==> src/hw/rtl/wufcg_ram.sv <==
// ----------------------------------------------------------------------------
// wufcg_ram
// Generic single-port RAM, one write or one read per cycle, registered read.
// ----------------------------------------------------------------------------
module wufcg_ram #(
  parameter int WIDTH = 8,
  parameter int DEPTH = 16
) (
  input  logic                     clk,
  input  logic                     we,
  input  logic [$clog2(DEPTH)-1:0] addr,
  input  logic [WIDTH-1:0]         wdata,
  output logic [WIDTH-1:0]         rdata
);

  logic [WIDTH-1:0] mem [DEPTH];

  always_ff @(posedge clk) begin
    if (we) begin
      mem[addr] <= wdata;
    end
    rdata <= mem[addr];
  end

endmodule
==> config.mk <==
export PLATFORM = sky130hd
export DESIGN_NAME = wufcg_ram
export DESIGN_NICKNAME = d
export VERILOG_FILES = /design/src/hw/rtl/wufcg_ram.sv
export SDC_FILE = /design/constraint.sdc
export NUM_CORES = 1
export LEC_CHECK = 0
export BUFFER_PORTS_ARGS = -buffer_cell sky130_fd_sc_hd__buf_2
export CAP_MARGIN = 0
export CORE_ASPECT_RATIO = 0.6
export CORE_MARGIN = 8
export CORE_UTILIZATION = 50
export DETAILED_ROUTE_END_ITERATION = 8
export PLACE_DENSITY = 0.66
export SYNTH_ARGS = -nofsm -noshare
export SYNTH_HDL_FRONTEND = slang
export SYNTH_SLANG_ARGS = --single-unit
==> constraint.sdc <==
create_clock -name clk -period 4 [get_ports clk]
set_input_delay 0.6 -clock clk [delete_from_list [all_inputs] [get_ports clk]]
set_output_delay 0.6 -clock clk [all_outputs]
set_load 0.1 [all_outputs]
==> flow_summary_export.csv <==
group,metric,value,unit
status,status,"complete, no violations",
synthesis,postSynthNetCount,244,
die,io_pins,22,
cts,cts_tree,"yes",
sta,setup_ws,1.72,ns
synthesis,yosysWarnings,0,
sta,tightest_slew,0.921,ns
drt,wl_per_cell,23.9,microns
die,die_area,13700,sq um
cts,clockRootBuffer,"clkbuf_16",
critical_path,required,4.28,ns
finish,drive_gt1_share,32.6,%
cts,hold_buffers,0,
finish,area_growth,17.5,%
synthesis,synth_compound_area_share,2.37,%
global_route,grt_pass1_vias,2453,
placed_design,globalplace.congestion,0.757,
synthesis,synth_mux_area_share,14.2,%
drt,antenna_left,0,
finish,post-route-cell-area,5950,sq um
sta,finalMaxSlewViolations,0,
synthesis,synth_cell_type_count,18,
drt,drt-pass1-iter-count,5,
global_route,grt_antenna_before_repair,0,
global_route,grt_use_total,15.5,%
power_and_ir_drop,ir_drop,0.452,mV
critical_path,path_class,"input pin to register",
sta,min_period,2.28,ns
synthesis,synthCells,230,
cts,clock_sinks,136,
global_route,overflow,0,
sta,relSlewSlack,38.4,%
global_route,grt_max_degree,24,
power_and_ir_drop,power_density,575,nW/um^2
cts,clk_pin_slew,0.06,ns
die,rows,28,
finish,nets,280,
critical_path,reg2reg_slack,2.53,ns
synthesis,syn_area,5070,sq um
drt,drc,0,
cts,cts_buffer_depth,2,
finish,fillers,720,
synthesis,synth_top_family_by_area,"multiplexers",
sta,finalHoldViolations,0,
synthesis,synthAdderAreaFrac,0,%
drt,drtIter0Drc,212,
synthesis,synth_seq_cells,136,
critical_path,critPathArrivalTime,2.56,ns
sta,fmax,439,MHz
placed_design,io_buffers,21,
critical_path,endpoint_kind,"register",
cts,cts_resized,0,
sta,setup_viol,0,
critical_path,critical-path-max-stage-delay,0.54,ns
critical_path,crit_path_top_delay_cell,"mux4_2",
sta,fin_hold_ws,0.592,ns
synthesis,ys_seq_area_share,79.0,%
worst_hold_path,hp-class,"input pin to register",
synthesis,ys_top_cells_by_area,"edfxtp_1 76%, mux4_2 14%, dfxtp_1 3.2%, a22oi_1 2.4%, nor2_1 0.96%",
cts,post_cts_buffers,0,
synthesis,yosys.area_share.simple,3.21,%
synthesis,synth_top_area_cell,"edfxtp_1",
drt,vias_per_cell,5.58,
critical_path,cpLargestDelayFamily,"buffers and inverters",
critical_path,startpoint_type,"input pin",
finish,diodes,0,
placed_design,dpl-instance-area,5330,sq um
critical_path,timing.critical_path.cells,"buf_2, buf_4, mux4_2, a22oi_1, nand2_1",
critical_path,crit_path_max_fanout,23,
die,initial_core_util,51.5,%
placed_design,dp_hpwl,5.87,mm
cts,clk_latency,0.41,ns
critical_path,cp_num_buf_inv,2,
global_route,grt_pass1_wl,14.9,mm
placed_design,post-place-ws,1.24,ns
synthesis,syn_avg_cell_area,22.0,sq um
cts,numCtsBuffers,17,
power_and_ir_drop,p_leak,1.95,nW
synthesis,synth_xor_area_share,0,%
finish,multiInputGateArea,1000,sq um
flow_run,maxCapViolations,0,
sta,rsz0062_at_grt,"no",
die,core,9840,sq um
sta,skew,0.00624,ns
cts,h-tree-depth,4,
die,die_width,146,microns
finish,seq_area,4000,sq um
sta,fin_tns_setup,0,ns
die,dieHeight,94.0,microns
drt,wl,9.90,mm
synthesis,synth_top_cell_area_share,75.9,%
drt,vias,2311,
sta,period_share,57.0,%
==> where the power goes <==
group	internal [mW]	leakage (nW)	switching, mW
sequential	1.59	1.22	0.00788
combinational	0.0583	0.430	0.154
clock	1.05	0.301	0.555
==> cells by family after synthesis <==
family / Yosys count
flip-flops: 136
AND/OR/NAND/NOR: 35
multiplexers: 32
AO/OA/AOI/OAI: 16
buffers and inverters: 11
==> final cells by class <==
| type | instances | area share, % |
|---|---|---|
| Multi-Input combinational cell | 83 | 16.9 |
| Timing Repair Buffer | 28 | 2.65 |
| Sequential cell | 136 | 67.3 |
| Clock buffer | 18 | 7.38 |
| Clock inverter | 14 | 3.03 |
| Tap cell | 135 | 2.84 |
==> worst reg2reg max path, delay by kind of cell, from the launching register on <==
kind	cells	cell delay, ns
compound gates	1	0.42
flops	1	0.35
mux	1	0.49
simple gates	1	0.09
==> cells in the mapped netlist, drive strengths merged <==
library cell,n
nand3,1
nand2,9
nand3b,2
nor3,4
mux4,32
clkbuf,3
edfxtp,128
or3b,1
nor2,13
nor2b,2
a22oi,16
nand2b,2
and2,1
buf,8
dfxtp,8
==> per-layer routing <==
layer	vias up	wire, microns	track usage (%)
met5	-	0	0
met4	0	26	5.77
met3	2	934	4.71
met2	68	4550	23.1
met1	1206	4380	21.3
li1	1035	-	-
==> placed cells by master (no fill, tap or decap) <==
cell	count
nand2b_1	2
clkinvlp_4	2
buf_2	21
nand3_1	1
nor3_1	4
nor2_1	13
nor2b_1	2
clkinv_4	2
clkbuf_16	17
nand3b_1	2
bufinv_16	4
clkinv_1	2
edfxtp_1	128
or3b_2	1
clkbuf_8	1
and2_1	1
a22oi_1	16
mux4_2	32
buf_4	7
nand2_1	9
clkinv_2	4
dfxtp_1	8
==> through the flow <==
stage / util (%) / cells / power [mW]
6_report: 60.5 / 414 / 3.42
5_1_grt: 60.5 / 414 / 3.51
4_1_cts: 60.5 / 414 / 3.45
3_5_place_dp: 54.2 / 382 / 1.85
3_3_place_gp: 54.2 / 382 / 1.84
2_1_floorplan: - / 230 / 1.78
==> sequential cells by signal, summed over array words and instances, names as in the netlist <==
signal and cells:
mem 128, rdata 8
==> final timing paths <==
path | start | endpoint | depth (start not counted)
hold reg to reg | mem[15][5]$_DFFE_PP_ | rdata[5]$_DFF_P_ | 3
setup / recovery | addr[0] | rdata[7]$_DFF_P_ | 5
setup reg to reg | mem[3][2]$_DFFE_PP_ | rdata[2]$_DFF_P_ | 3
hold / removal | wdata[3] | mem[1][3]$_DFFE_PP_ | 1
No activity file was read; power rests on OpenSTA's default activity.
